File: src/rtl/motion_zone_bbox_hold_unit_assert.svh
// Assertion macros for the motion zone bounding-box hold unit.
// Included by the top-level RTL file, which checks its own sequencing.
`ifndef MOTION_ZONE_BBOX_HOLD_UNIT_ASSERT_SVH
`define MOTION_ZONE_BBOX_HOLD_UNIT_ASSERT_SVH
`ifndef ASSERT_OFF
// Same-cycle implication.
`define MZBH_ASSERT_IMPLY(label, clk, rst, ante, cons) \
   label: assert property (@(posedge clk) disable iff (rst) (ante) |-> (cons)) \
      else $error("motion zone unit: implication check failed");
// Next-cycle implication.
`define MZBH_ASSERT_NEXT(label, clk, rst, ante, cons) \
   label: assert property (@(posedge clk) disable iff (rst) (ante) |=> (cons)) \
      else $error("motion zone unit: next-cycle check failed");
`else
`define MZBH_ASSERT_IMPLY(label, clk, rst, ante, cons)
`define MZBH_ASSERT_NEXT(label, clk, rst, ante, cons)
`endif
`endif

File: src/rtl/mzbh_pkg.sv
// Shared types for the motion zone bounding-box hold unit.
// No dependencies; used by the divider and the top level.
package mzbh_pkg;

   // Configuration register indexes (byte address is four times the index).
   typedef enum logic [2:0] {
      REG_GRID_COLS    = 3'd0,
      REG_GRID_ROWS    = 3'd1,
      REG_ZONE_COUNT   = 3'd2,
      REG_FRAME_WIDTH  = 3'd3,
      REG_FRAME_HEIGHT = 3'd4,
      REG_HOLD_TIME    = 3'd5
   } reg_index_type;

   localparam int DIV_WIDTH  = 13;
   localparam int DSOR_WIDTH = 5;

   // Request to the shared cell-size divider.
   typedef struct packed {
      logic                  start;
      logic [DIV_WIDTH-1:0]  dividend;
      logic [DSOR_WIDTH-1:0] divisor;
   } div_req_type;

endpackage

File: src/rtl/mzbh_div.sv
// Restoring divider, one quotient bit per cycle, for the cell size.
// Depends on mzbh_pkg for the request struct and widths.
module mzbh_div
   import mzbh_pkg::*;
(
   input  logic                 clock,
   input  logic                 reset,
   input  div_req_type          req,
   output logic                 busy,
   output logic [DIV_WIDTH-1:0] quotient
);

   localparam int CNT_WIDTH = $clog2(DIV_WIDTH + 1);

   logic [CNT_WIDTH-1:0]  cnt_ff, cnt_in;
   logic [DSOR_WIDTH-1:0] rem_ff, rem_in;
   logic [DIV_WIDTH-1:0]  quo_ff, quo_in;
   logic [DSOR_WIDTH-1:0] dsor_ff, dsor_in;
   logic [DSOR_WIDTH:0]   shifted;
   logic                  fits;

   // One shift-and-subtract step per cycle.
   always_comb begin
      shifted = {rem_ff, quo_ff[DIV_WIDTH-1]};
      fits    = shifted >= {1'b0, dsor_ff};
      cnt_in  = cnt_ff;
      rem_in  = rem_ff;
      quo_in  = quo_ff;
      dsor_in = dsor_ff;
      if (req.start) begin
         cnt_in  = CNT_WIDTH'(DIV_WIDTH);
         rem_in  = '0;
         quo_in  = req.dividend;
         dsor_in = req.divisor;
      end else if (cnt_ff != '0) begin
         cnt_in = cnt_ff - 1'b1;
         rem_in = fits ? DSOR_WIDTH'(shifted - {1'b0, dsor_ff}) : shifted[DSOR_WIDTH-1:0];
         quo_in = {quo_ff[DIV_WIDTH-2:0], fits};
      end
   end

   always_ff @(posedge clock) begin
      if (reset) begin
         cnt_ff <= '0;
      end else begin
         cnt_ff <= cnt_in;
      end
      rem_ff  <= rem_in;
      quo_ff  <= quo_in;
      dsor_ff <= dsor_in;
   end

   assign busy     = cnt_ff != '0;
   assign quotient = quo_ff;

endmodule

File: src/rtl/motion_zone_bbox_hold_unit.sv
// Motion zone bounding-box hold unit: top level with sequencer and registers.
// Depends on mzbh_pkg, mzbh_div and motion_zone_bbox_hold_unit_assert.svh.
//
// Usage: each req beat carries one frame's zone motion mask and its time
// in microseconds; each accepted beat yields exactly one rsp beat with the
// motion flag, held detection count, held pixel box and last motion time.
// The user must write registers over the csr port only while no frame is
// in flight; the block itself does not enforce this. One frame is handled
// at a time and req_tready is low meanwhile. Zones are scanned one per
// cycle; the box then needs two cell size divisions on the shared divider
// and four products on one shared multiplier. The rsp beat sits in an
// output register: if the receiver stalls, the next frame is still
// accepted and worked on, and waits only to load the output register.
// Reset clears the motion state and box to zero and loads the register
// defaults; no rsp beat is pending after reset.
module motion_zone_bbox_hold_unit
   import mzbh_pkg::*;
#(
   parameter int ZONES = 16
)
(
   input  logic         clock,
   input  logic         reset,
   // req_tdata: zone_mask[15:0], now_us[78:16], zero pad[79]
   input  logic         req_tvalid,
   output logic         req_tready,
   input  logic [79:0]  req_tdata,
   // rsp_tdata: motion[0], box_count[1], box_left[13:2], box_top[25:14],
   // box_right[38:26], box_bottom[51:39], last_motion_us[114:52], pad[119:115]
   output logic         rsp_tvalid,
   input  logic         rsp_tready,
   output logic [119:0] rsp_tdata,
   input  logic         csr_psel,
   input  logic         csr_penable,
   input  logic         csr_pwrite,
   input  logic [4:0]   csr_paddr,
   input  logic [31:0]  csr_pwdata,
   output logic [31:0]  csr_prdata,
   output logic         csr_pready
);

`include "motion_zone_bbox_hold_unit_assert.svh"

   localparam int SCAN_LIM = (ZONES < 16) ? ZONES : 16;
   localparam logic [4:0]  SCAN_LIM_W = 5'(SCAN_LIM);
   localparam logic [15:0] LIM_MASK   = 16'((17'd1 << SCAN_LIM) - 17'd1);

   typedef enum logic [3:0] {
      ST_IDLE, ST_FLAG, ST_SCAN, ST_DIVW_GO, ST_DIVW_RUN, ST_DIVH_GO, ST_DIVH_RUN,
      ST_MUL, ST_CLAMP, ST_HOLD_SUB, ST_HOLD_CMP, ST_WRITE
   } state_type;

   // Configuration registers.
   logic [4:0]  cols_ff, rows_ff, zcnt_ff;
   logic [12:0] fw_ff, fh_ff;
   logic [31:0] hold_ff;
   logic        csr_wr;
   logic [2:0]  csr_idx;

   assign csr_pready = 1'b1;
   assign csr_wr     = csr_psel && csr_penable && csr_pwrite;
   assign csr_idx    = csr_paddr[4:2];

   always_ff @(posedge clock) begin
      if (reset) begin
         cols_ff <= '0;
         rows_ff <= '0;
         zcnt_ff <= '0;
         fw_ff   <= 13'd640;
         fh_ff   <= 13'd360;
         hold_ff <= 32'd2000000;
      end else if (csr_wr) begin
         case (reg_index_type'(csr_idx))
            REG_GRID_COLS:    cols_ff <= csr_pwdata[4:0];
            REG_GRID_ROWS:    rows_ff <= csr_pwdata[4:0];
            REG_ZONE_COUNT:   zcnt_ff <= csr_pwdata[4:0];
            REG_FRAME_WIDTH:  fw_ff   <= csr_pwdata[12:0];
            REG_FRAME_HEIGHT: fh_ff   <= csr_pwdata[12:0];
            REG_HOLD_TIME:    hold_ff <= csr_pwdata;
            default: ;
         endcase
      end
   end

   // Register read-back.
   always_comb begin
      case (reg_index_type'(csr_idx))
         REG_GRID_COLS:    csr_prdata = {27'd0, cols_ff};
         REG_GRID_ROWS:    csr_prdata = {27'd0, rows_ff};
         REG_ZONE_COUNT:   csr_prdata = {27'd0, zcnt_ff};
         REG_FRAME_WIDTH:  csr_prdata = {19'd0, fw_ff};
         REG_FRAME_HEIGHT: csr_prdata = {19'd0, fh_ff};
         REG_HOLD_TIME:    csr_prdata = hold_ff;
         default:          csr_prdata = '0;
      endcase
   end

   // Sequencer, frame and motion state.
   state_type          state_ff, state_in;
   logic [15:0]        mask_ff, mask_in;
   logic [62:0]        now_ff, now_in;
   logic [4:0]         n_ff, n_in;
   logic [3:0]         idx_ff, idx_in;
   logic [3:0]         col_ff, col_in, row_ff, row_in;
   logic               found_ff, found_in;
   logic [3:0]         minc_ff, minc_in, maxc_ff, maxc_in;
   logic [3:0]         minr_ff, minr_in, maxr_ff, maxr_in;
   logic [12:0]        cw_ff, cw_in, ch_ff, ch_in;
   logic [1:0]         k_ff, k_in;
   logic [17:0]        prod_ff, prod_in;
   logic [63:0]        diff_ff, diff_in;
   logic               flag_ff, flag_in;
   logic [62:0]        stamp_ff, stamp_in;
   logic               count_ff, count_in;
   logic signed [12:0] box_ff [4];
   logic signed [12:0] box_in [4];
   logic               rsp_valid_ff, rsp_valid_in;
   logic [119:0]       rsp_data_ff, rsp_data_in;

   div_req_type div_req;
   logic        div_busy;
   logic [12:0] div_quo;

   mzbh_div u_div (
      .clock    (clock),
      .reset    (reset),
      .req      (div_req),
      .busy     (div_busy),
      .quotient (div_quo)
   );

   logic [4:0]         mul_a;
   logic [12:0]        mul_b;
   logic signed [12:0] clamped;
   logic               grid_mode;
   logic [4:0]         n_sel;

   always_comb begin
      state_in     = state_ff;
      mask_in      = mask_ff;
      now_in       = now_ff;
      n_in         = n_ff;
      idx_in       = idx_ff;
      col_in       = col_ff;
      row_in       = row_ff;
      found_in     = found_ff;
      minc_in      = minc_ff;
      maxc_in      = maxc_ff;
      minr_in      = minr_ff;
      maxr_in      = maxr_ff;
      cw_in        = cw_ff;
      ch_in        = ch_ff;
      k_in         = k_ff;
      prod_in      = prod_ff;
      diff_in      = diff_ff;
      flag_in      = flag_ff;
      stamp_in     = stamp_ff;
      count_in     = count_ff;
      box_in       = box_ff;
      rsp_valid_in = rsp_valid_ff;
      rsp_data_in  = rsp_data_ff;
      div_req      = '0;
      grid_mode    = (cols_ff != '0) && (rows_ff != '0) && (zcnt_ff != '0);
      n_sel        = (zcnt_ff < SCAN_LIM_W) ? zcnt_ff : SCAN_LIM_W;

      // Shared multiplier operands: left, top, right + 1, bottom + 1.
      case (k_ff)
         2'd0:    mul_a = {1'b0, minc_ff};
         2'd1:    mul_a = {1'b0, minr_ff};
         2'd2:    mul_a = 5'({1'b0, maxc_ff} + 5'd1);
         default: mul_a = 5'({1'b0, maxr_ff} + 5'd1);
      endcase
      mul_b = k_ff[0] ? ch_ff : cw_ff;

      // Clamp of the registered product into the box field.
      if (!k_ff[1]) begin
         clamped = (prod_ff > 18'd4095) ? 13'sd4095 : $signed({1'b0, prod_ff[11:0]});
      end else if (prod_ff == '0) begin
         clamped = -13'sd1;
      end else if (prod_ff > 18'd4096) begin
         clamped = 13'sd4095;
      end else begin
         clamped = $signed(13'(prod_ff - 18'd1));
      end

      if (rsp_valid_ff && rsp_tready) begin
         rsp_valid_in = 1'b0;
      end

      case (state_ff)
         ST_IDLE: begin
            if (req_tvalid) begin
               mask_in  = req_tdata[15:0];
               now_in   = req_tdata[78:16];
               n_in     = n_sel;
               idx_in   = '0;
               col_in   = '0;
               row_in   = '0;
               found_in = 1'b0;
               state_in = grid_mode ? ST_SCAN : ST_FLAG;
            end
         end
         ST_FLAG: begin
            flag_in = |(mask_ff & LIM_MASK);
            if (|(mask_ff & LIM_MASK)) begin
               stamp_in = now_ff;
            end
            state_in = ST_WRITE;
         end
         ST_SCAN: begin
            // One zone per cycle, column and row stepped alongside.
            if (mask_ff[idx_ff]) begin
               found_in = 1'b1;
               if (!found_ff || col_ff < minc_ff) minc_in = col_ff;
               if (!found_ff || col_ff > maxc_ff) maxc_in = col_ff;
               if (!found_ff || row_ff < minr_ff) minr_in = row_ff;
               if (!found_ff || row_ff > maxr_ff) maxr_in = row_ff;
            end
            if (5'({1'b0, col_ff} + 5'd1) == cols_ff) begin
               col_in = '0;
               row_in = row_ff + 1'b1;
            end else begin
               col_in = col_ff + 1'b1;
            end
            idx_in = idx_ff + 1'b1;
            if ({1'b0, idx_ff} == 5'(n_ff - 5'd1)) begin
               state_in = (found_ff || mask_ff[idx_ff]) ? ST_DIVW_GO : ST_HOLD_SUB;
            end
         end
         ST_DIVW_GO: begin
            div_req  = '{start: 1'b1, dividend: fw_ff, divisor: cols_ff};
            state_in = ST_DIVW_RUN;
         end
         ST_DIVW_RUN: begin
            if (!div_busy) begin
               cw_in    = div_quo;
               state_in = ST_DIVH_GO;
            end
         end
         ST_DIVH_GO: begin
            div_req  = '{start: 1'b1, dividend: fh_ff, divisor: rows_ff};
            state_in = ST_DIVH_RUN;
         end
         ST_DIVH_RUN: begin
            if (!div_busy) begin
               ch_in    = div_quo;
               k_in     = '0;
               state_in = ST_MUL;
            end
         end
         ST_MUL: begin
            prod_in  = 18'(mul_a) * 18'(mul_b);
            state_in = ST_CLAMP;
         end
         ST_CLAMP: begin
            box_in[k_ff] = clamped;
            k_in         = k_ff + 1'b1;
            if (k_ff == 2'd3) begin
               flag_in  = 1'b1;
               stamp_in = now_ff;
               count_in = 1'b1;
               state_in = ST_WRITE;
            end else begin
               state_in = ST_MUL;
            end
         end
         ST_HOLD_SUB: begin
            diff_in  = {1'b0, now_ff} - {1'b0, stamp_ff};
            state_in = ST_HOLD_CMP;
         end
         ST_HOLD_CMP: begin
            // A borrow means time went backwards: keep holding.
            if (flag_ff && !diff_ff[63] &&
                ((diff_ff[62:32] != '0) || (diff_ff[31:0] > hold_ff))) begin
               flag_in  = 1'b0;
               count_in = 1'b0;
            end
            state_in = ST_WRITE;
         end
         ST_WRITE: begin
            if (!rsp_valid_ff || rsp_tready) begin
               rsp_valid_in = 1'b1;
               rsp_data_in  = {5'd0, stamp_ff, box_ff[3], box_ff[2],
                               box_ff[1][11:0], box_ff[0][11:0], count_ff, flag_ff};
               state_in     = ST_IDLE;
            end
         end
         default: state_in = ST_IDLE;
      endcase
   end

   always_ff @(posedge clock) begin
      if (reset) begin
         state_ff     <= ST_IDLE;
         rsp_valid_ff <= 1'b0;
         flag_ff      <= 1'b0;
         stamp_ff     <= '0;
         count_ff     <= 1'b0;
         box_ff       <= '{default: '0};
      end else begin
         state_ff     <= state_in;
         rsp_valid_ff <= rsp_valid_in;
         flag_ff      <= flag_in;
         stamp_ff     <= stamp_in;
         count_ff     <= count_in;
         box_ff       <= box_in;
      end
      mask_ff     <= mask_in;
      now_ff      <= now_in;
      n_ff        <= n_in;
      idx_ff      <= idx_in;
      col_ff      <= col_in;
      row_ff      <= row_in;
      found_ff    <= found_in;
      minc_ff     <= minc_in;
      maxc_ff     <= maxc_in;
      minr_ff     <= minr_in;
      maxr_ff     <= maxr_in;
      cw_ff       <= cw_in;
      ch_ff       <= ch_in;
      k_ff        <= k_in;
      prod_ff     <= prod_in;
      diff_ff     <= diff_in;
      rsp_data_ff <= rsp_data_in;
   end

   assign req_tready = state_ff == ST_IDLE;
   assign rsp_tvalid = rsp_valid_ff;
   assign rsp_tdata  = rsp_data_ff;

   // A new rsp beat only comes out of the write-back state.
   `MZBH_ASSERT_IMPLY(a_rsp_from_write, clock, reset, $rose(rsp_tvalid), $past(state_ff == ST_WRITE))
   // The divider runs only while the sequencer waits on it.
   `MZBH_ASSERT_IMPLY(a_div_owned, clock, reset, div_busy, (state_ff == ST_DIVW_RUN) || (state_ff == ST_DIVH_RUN))
   // The zone scan never passes the zones in range.
   `MZBH_ASSERT_IMPLY(a_scan_bound, clock, reset, state_ff == ST_SCAN, ({1'b0, idx_ff} < n_ff))
   // An accepted frame leaves the idle state at once.
   `MZBH_ASSERT_NEXT(a_accept_busy, clock, reset, req_tvalid && req_tready, !req_tready)

endmodule

File: config.mk
export PLATFORM = sky130hd
export DESIGN_NAME = motion_zone_bbox_hold_unit
export DESIGN_NICKNAME = d
export VERILOG_FILES = /design/src/rtl/mzbh_pkg.sv /design/src/rtl/mzbh_div.sv /design/src/rtl/motion_zone_bbox_hold_unit.sv
export VERILOG_INCLUDE_DIRS = /design/src /design/src/rtl
export SDC_FILE = /design/constraint.sdc
export NUM_CORES = 1
export LEC_CHECK = 0
export ABC_AREA = 1
export BUFFER_PORTS_ARGS = -buffer_cell sky130_fd_sc_hd__buf_2
export CELL_PAD_IN_SITES_DETAIL_PLACEMENT = 1
export CELL_PAD_IN_SITES_GLOBAL_PLACEMENT = 1
export CORE_ASPECT_RATIO = 1.4
export CORE_MARGIN = 1.5
export CORE_UTILIZATION = 46
export CTS_CLUSTER_SIZE = 20
export DETAILED_ROUTE_END_ITERATION = 10
export HOLD_SLACK_MARGIN = 0.02
export PLACE_DENSITY = 0.89
export RECOVER_POWER = 25
export SKIP_LAST_GASP = 1
export SLEW_MARGIN = 20
export SYNTH_ARGS = -nofsm -noshare
export SYNTH_HDL_FRONTEND = slang
export SYNTH_SLANG_ARGS = --single-unit
File: constraint.sdc
create_clock -name clock -period 10.95 [get_ports clock]
set_clock_uncertainty 0.15 [all_clocks]
set_input_delay 0.5475 -clock clock [delete_from_list [all_inputs] [get_ports clock]]
set_output_delay 0.5475 -clock clock [all_outputs]
set_load 0.005 [all_outputs]
==> results of run 1 <==
[routing by layer]
| layer | global-route usage [%] | vias up | share of wire [%] |
|---|---|---|---|
| met2 | 56.6 | 682 | 55 |
| met1 | 30.4 | 11300 | 36 |
| met3 | 3.09 | 283 | 3.6 |
| met4 | 15.7 | 0 | 5.6 |
| met5 | 0 | - | 0 |
| li1 | - | 10500 | - |
[worst reg2reg max path, cell delays in order (launching register included)]
cell and delay, ps:
edfxtp_1 940, inv_1 170, ha_1 350, inv_1 130
nand2_1 60, nand2_1 120, ha_1 180, nor2_1 50
a211oi_1 420, inv_1 300, nor2_1 220, fa_1 480
fa_1 550, inv_1 60, fa_1 550, inv_1 50
ha_1 370, a21oi_1 160, nand2_1 100, nand2_1 70
nand2_1 40, o21ai_0 210, o21ai_1 160, a21boi_0 330
o21ai_1 150, xor2_1 180
[stage by stage]
step,instances,util (%),cell area (um2),hold slack (ps)
after global routing,4060,54.7,32600,64.9
after detailed placement,3867,50.0,29800,263
after global placement,3867,50.0,29800,256
final,4060,54.7,32600,48.5
after floorplan,2904,-,27700,253
after CTS,4058,54.7,32600,23.2
[kinds of logic after synthesis]
group	after synthesis	share of synthesized area, %
and+or+nand+nor	804	12.2
AOI/OAI and AO/OA	739	14.9
DFF	558	53.3
buffers and inverters	517	7.23
adders and majority gates	187	9.41
xor gates and xnor gates	92	2.91
other	2	0.0272
muxes	1	0.0362
[sequential cells by signal (all words and copies together), names as in the netlist, 16 cells and up]
register and count:
stamp_ff 63, now_ff 63, prod_ff 18, hold_ff 32, rsp_tdata 115, mask_ff 16
box_ff 50, diff_ff 64
[cell type report]
| cell class | instances | share of cell area, % |
|---|---|---|
| Antenna cell | 2 | 0.0154 |
| Clock buffer | 75 | 5.03 |
| Clock inverter | 29 | 0.942 |
| Inverter | 438 | 5.05 |
| Multi-Input combinational cell | 1829 | 33.7 |
| Sequential cell | 558 | 45.3 |
| Tap cell | 756 | 2.91 |
| Timing Repair Buffer | 373 | 7.14 |
[path summary, 6_finish.rpt]
check | to | slack, ps | from
worst max-delay path | prod_ff[14] | 4160 | k_ff[0]
worst min-delay path | fh_ff[8] | 50 | csr_pwdata[8]
worst max register to register | prod_ff[14] | 4160 | k_ff[0]
worst min register to register | rsp_tdata[26] | 280 | box_ff[13]
[what timing repair did]
item,in CTS,in global routing
hold buffers,87,0
gates resized for setup,0,0
endpoints found under the hold margin,87,0
setup buffers,0,0
[placed cells by master, fill, tap and decap left out, types with 16 or more instances in the layout]
cell type,count
dfxtp_1,202
edfxtp_1,356
nor2_1,309
nand4_1,19
o21bai_1,23
nor3_1,20
xnor2_1,38
buf_4,16
inv_1,431
nor4_1,17
xor2_1,54
nand2_1,342
fa_1,35
o21ai_0,285
a21oi_1,307
buf_2,249
nand3_1,57
o211ai_1,22
ha_1,152
clkbuf_1,24
dlygate4sd3_1,87
clkbuf_16,59
[power by group through the flow]
stage	Combinational (mW)	Clock, mW	Sequential [mW]
finish	3.97	2.06	3.20
global route	4.38	2.14	3.23
CTS	3.93	2.07	3.19
detailed placement	3.83	0	3.22
global placement	3.64	0	3.19
floorplan	2.70	0	3.10
==> impl_results.md, run 1 <==
* Share of the synthesized area in the top cell type at a little under 40%
* Post-synth cell types at 60
* FF/Latch Area at approximately 15000 um2
* Crit. End Element: flip-flop
* Chip height at about 290 um
* Count leader, synth: inv_1
* Startpoint Class: flip-flop
* Maximum VDD drop at 0.162 mV
* Sw Share at 42.0%
* Routed wire length at 90.5 mm
* Later-pin clock latency in the skew report at 620 ps
* P_int at 5.35 mW
* Violated checks: capacitance limit, slew limit
* Htree depth at 2
* CTS tree: yes
* LEAKAGE at 13.3 nW
* Starting Density at a little under half
* CP bufs+invs at 5
* Placer Congestion at about 0.94
* DR vias at around 23k
* Antenna-violating nets left at 0
* DP HPWL at 64.2 mm
* Fin crit period at a little under 7000 ps
* Clock buffer depth at 3
* Clk sink count at about 560
* First-pass iteration count of the detailed router at 5
* Status: complete, but fails checks
* Mean Syn Cell Area at 9.54 um2
* Slowest cell on crit path: edfxtp_1
* CP delay by family, top: adder cells
* Top Ports at 279
* Reg power frac at 34.7%
* Number of flops mapped to enable cells by yosys at 356
* Hold path cells at 3
* Port bufs at 269
* Hold Crit Class: in2reg
* Drt wl/cell at 22.3 um
* Root Buffer: clkbuf_16
* Setup violators final at 0
* R2r worst-path depth at 25
* Critical path class: reg2reg
* Place WS at 4210 ps
* Power Total at 9.22 mW
* Synth cell count leaders: inv_1 (431), edfxtp_1 (356), nand2_1 (342)
* Combinational share of power at a little over two fifths
* Net switching power at 3.87 mW
* Row count at 106
* Synth area leader: edfxtp_1
* Part of the power in the clock network at about 22%
* Top cells by area, synth: edfxtp_1 (39%), dfxtp_1 (15%), ha_1 (6.9%)
* Area of the multi-input gates at around 11000 um2
* Worst Tran Pin Value at 3020 ps
* Overall Global Routing Usage at between 20 and 30%
* Pin count of the biggest net entering global routing at a little over 90
* GRT Residual Overflow at 0
* Setup TNS at 0 ps
* Global-route wire length before repair at about 140 mm
* Crit Path Max Fanout at 29
* Final Slew Violations at 90
* Setup repair after global routing missed its margin: no
* CTS clk-pin slew, worst paths at approximately 70 ps
* Worst slew margin at -103%
* Pwr Density at between 200 and 300 nW/um2
* Number of remaining DRC errors at 0
* WP data required at 11170 ps
* Initial antenna violation count at 2
* Predominant post-synthesis flop cell: edfxtp_1
* Register area share after synthesis at 53.3%
* Die X at 210 um
* Critical path arrival at 7010 ps
* DR vias/cell at 5.60
* Mapped Area at between 20000 and 30000 um2
* Slowest Stage Delay on Critical Path at 940 ps
* Vias in the first global route at 24.7k
* Filler cells at 6743
* Hold Vio Cnt, Final at 0
* Crit share post-route at 62.0%
* Die area at 61600 um2
* Post-synth ARST share at 0%
* Fmax at 0.147 GHz
* Flops & latches, synth at 558
* Crit path depth at 25
* Layout cells sized above 1 at 12.8%
* Max_cap viols at 1
* Total CTS buffers at 55
* 1st-iter DRT viols at 1382
* Cells after Synth at between 2k and 3k
* Core area at between 50000 and 60000 um2
* Area grow syn2layout at 17.7%
* Final worst slack at 4160 ps
* Net count, final at about 3.6k
* Yosys Warn Count at 0
Note: power is estimated with default switching activity, not from simulation.
==> run 2: changes to the inputs <==
clock period = 6.6 ns   (was 10.95 ns; I/O delays follow)
==> run 2 against run 1 <==
Effect of this change:
- the flow still finishes with violations (capacitance limit, slew limit)
- cell area up 0.40%
- maximum frequency up 12%
- sequential share of layout area down 0.18 points
- non-clock buffer count up 24
- critical path type unchanged
- largest power group unchanged
==> impl_results.md, run 2 (synthesized netlist as in run 1, its figures left out) <==
* Status: complete, but fails checks
* Violated checks: capacitance limit, slew limit
* Clk sink count at 558 (unchanged)
* Area grow syn2layout at 18.2%
* Htree depth at 2 (unchanged)
* Worst slew margin at -94.4% (+8.3 points)
* CP dominant cell by count: nand2_1
* Pwr Density at 461 nW/um2 (+63%)
* Net switching power at 6.34 mW (+64%)
* Crit Path Max Fanout at 11 (-62%)
* Power Total at 15.1 mW (+64%)
* First-pass iteration count of the detailed router at 5 (unchanged)
* Number of remaining DRC errors at 0 (unchanged)
* Root Buffer: clkbuf_16
* DP HPWL at 63.9 mm (-0.53%)
* Startpoint Class: flip-flop
* Die X at 210 um (unchanged)
* Routed wire length at 89.0 mm (-1.7%)
* Global-route wire length before repair at 136 mm (-1.9%)
* Hold Vio Cnt, Final at 0 (unchanged)
* Part of the power in the clock network at 21.7% (-0.6 points)
* Port bufs at 269 (unchanged)
* Fmax at 0.165 GHz (+12%)
* Placer Congestion at 0.951 (+0.67%)
* Fin crit period at 6070 ps (-720 ps)
* Crit share post-route at 92.0% (+30 points)
* Worst Tran Pin Value at 2900 ps (-124 ps)
* Setup TNS at 0 ps (unchanged)
* Final Slew Violations at 89 (-1.1%)
* Slowest Stage Delay on Critical Path at 550 ps (-390 ps)
* Critical path class: reg2reg
* Row count at 106 (unchanged)
* Total CTS buffers at 55 (unchanged)
* Sw Share at 42.0% (+0.051 points)
* Initial antenna violation count at 1 (-1)
* Layout cells sized above 1 at 12.5% (-0.30 points)
* Pin count of the biggest net entering global routing at 94 (+1.1%)
* Starting Density at 46.4% (unchanged)
* Critical path arrival at 6290 ps (-720 ps)
* Die area at 61600 um2 (unchanged)
* Slowest cell on crit path: fa_1
* DR vias at 22.8k (+0.088%)
* Top Ports at 279 (unchanged)
* Max_cap viols at 1 (unchanged)
* DR vias/cell at 5.58 (-0.50%)
* Core area at 59500 um2 (unchanged)
* CTS tree: yes
* Commonest non-fill, non-tap cell in the layout: inv_1
* Reg power frac at 35.0% (+0.3 points)
* Hold slack at 70.6 ps (+22.2 ps)
* GRT Residual Overflow at 0 (unchanged)
* FF/Latch Area at 14700 um2 (unchanged)
* Drt wl/cell at 21.8 um (-2.3%)
* Setup repair after global routing missed its margin: no
* Overall Global Routing Usage at 28.7% (-0.44 points)
* CTS resizes at 0 (unchanged)
* Area of the multi-input gates at 11000 um2 (about the same)
* Setup violators final at 0 (unchanged)
* Vias in the first global route at 24.3k (-1.7%)
* Post-placement cell count at 3866 (-0.026%)
* 1st-iter DRT viols at 1170 (-15%)
* Clock buffer depth at 3 (unchanged)
* Maximum VDD drop at 0.321 mV (+98%)
* P_int at 8.75 mW (+63%)
* Hold Crit Class: in2reg
* Most frequent cells in the layout: inv_1 (431), edfxtp_1 (356), nand2_1 (342), nor2_1 (309), a21oi_1 (307)
* WP data required at 6820 ps (-4350 ps)
* LEAKAGE at 13.4 nW (+0.26%)
* Number of flip-flops in the largest register at 115 (unchanged)
* Chip height at 293 um (unchanged)
* CTS clk-pin slew, worst paths at 70 ps (about the same)
* Finished Layout Cells at 4084 (+0.59%)
* Crit. End Element: flip-flop
* Combinational share of power at 43.3% (+0.3 points)
* Antenna-violating nets left at 0 (unchanged)
* Later-pin clock latency in the skew report at 620 ps (about the same)
* Net count, final at 3590 (+0.67%)
* Filler cells at 6759 (+0.24%)
-- run 2: changes by cell type in the layout (fill, tap and decap cells not counted), moves of 3 or more --
cell           previous run  this run
clkinv_2                 11        18
clkbuf_16                59        56
dlygate4sd3_1            87       112
clkbuf_1                 24        28
clkbuf_8                 10         5
-- run 2: critical path: cells and delay by family (launching register included) --
family / cells / cell delay, ps
xor gates and xnor gates: 1 / 170
AOI/OAI and AO/OA: 6 / 1310
adders and majority gates: 6 / 2430
buffers and inverters: 5 / 620
and+or+nand+nor: 8 / 740
DFF: 1 / 380
-- run 2: routing by layer --
metal	wire length (um)	track usage, %	vias to the layer above
met3	3530	3.75	281
met2	47700	54.6	710
li1	-	-	10600
met5	0	0	-
met1	32200	30.0	11200
met4	5540	16.6	0
-- run 2: path summary, 6_finish.rpt --
kind | startpoint | end | slack (ps) | cells after the start
max reg2reg | k_ff[0] | prod_ff[14] | 530 | 26
max | k_ff[0] | prod_ff[14] | 530 | 26
min reg2reg | stamp_ff[21] | rsp_tdata[73] | 270 | 0
min | req_tvalid | found_ff | 70 | 3
-- run 2: final cells by class --
| class | instances | area share, % |
|---|---|---|
| sequential | 558 | 45.1 |
| multi-input combinational | 1829 | 33.5 |
| timing repair buffer | 397 | 7.84 |
| antenna | 2 | 0.0153 |
| clock buffer | 68 | 4.58 |
| inverter | 438 | 5.03 |
| tap | 756 | 2.89 |
| clock inverter | 36 | 1.04 |
-- run 2: power by group through the flow --
stage | Sequential, mW | Clock (mW) | Combinational, mW
floorplan | 5.15 | 0 | 4.48
global placement | 5.28 | 0 | 6.02
detailed placement | 5.32 | 0 | 6.31
CTS | 5.26 | 3.29 | 6.46
global route | 5.34 | 3.43 | 7.22
finish | 5.28 | 3.27 | 6.53
-- run 2: metrics by stage --
stage | worst slack [ps] | instance area (um2) | util (%)
after detailed placement | 603 | 29800 | 50.0
after global placement | 861 | 29800 | 50.0
final | 527 | 32700 | 54.9
after CTS | 571 | 32700 | 54.9
after global routing | 67.3 | 32700 | 54.9
after floorplan | 766 | 27700 | -
-- run 2: what timing repair did --
action,in CTS,in global routing
hold buffers,112,0
hold endpoints to repair,153,0
setup buffers,0,0
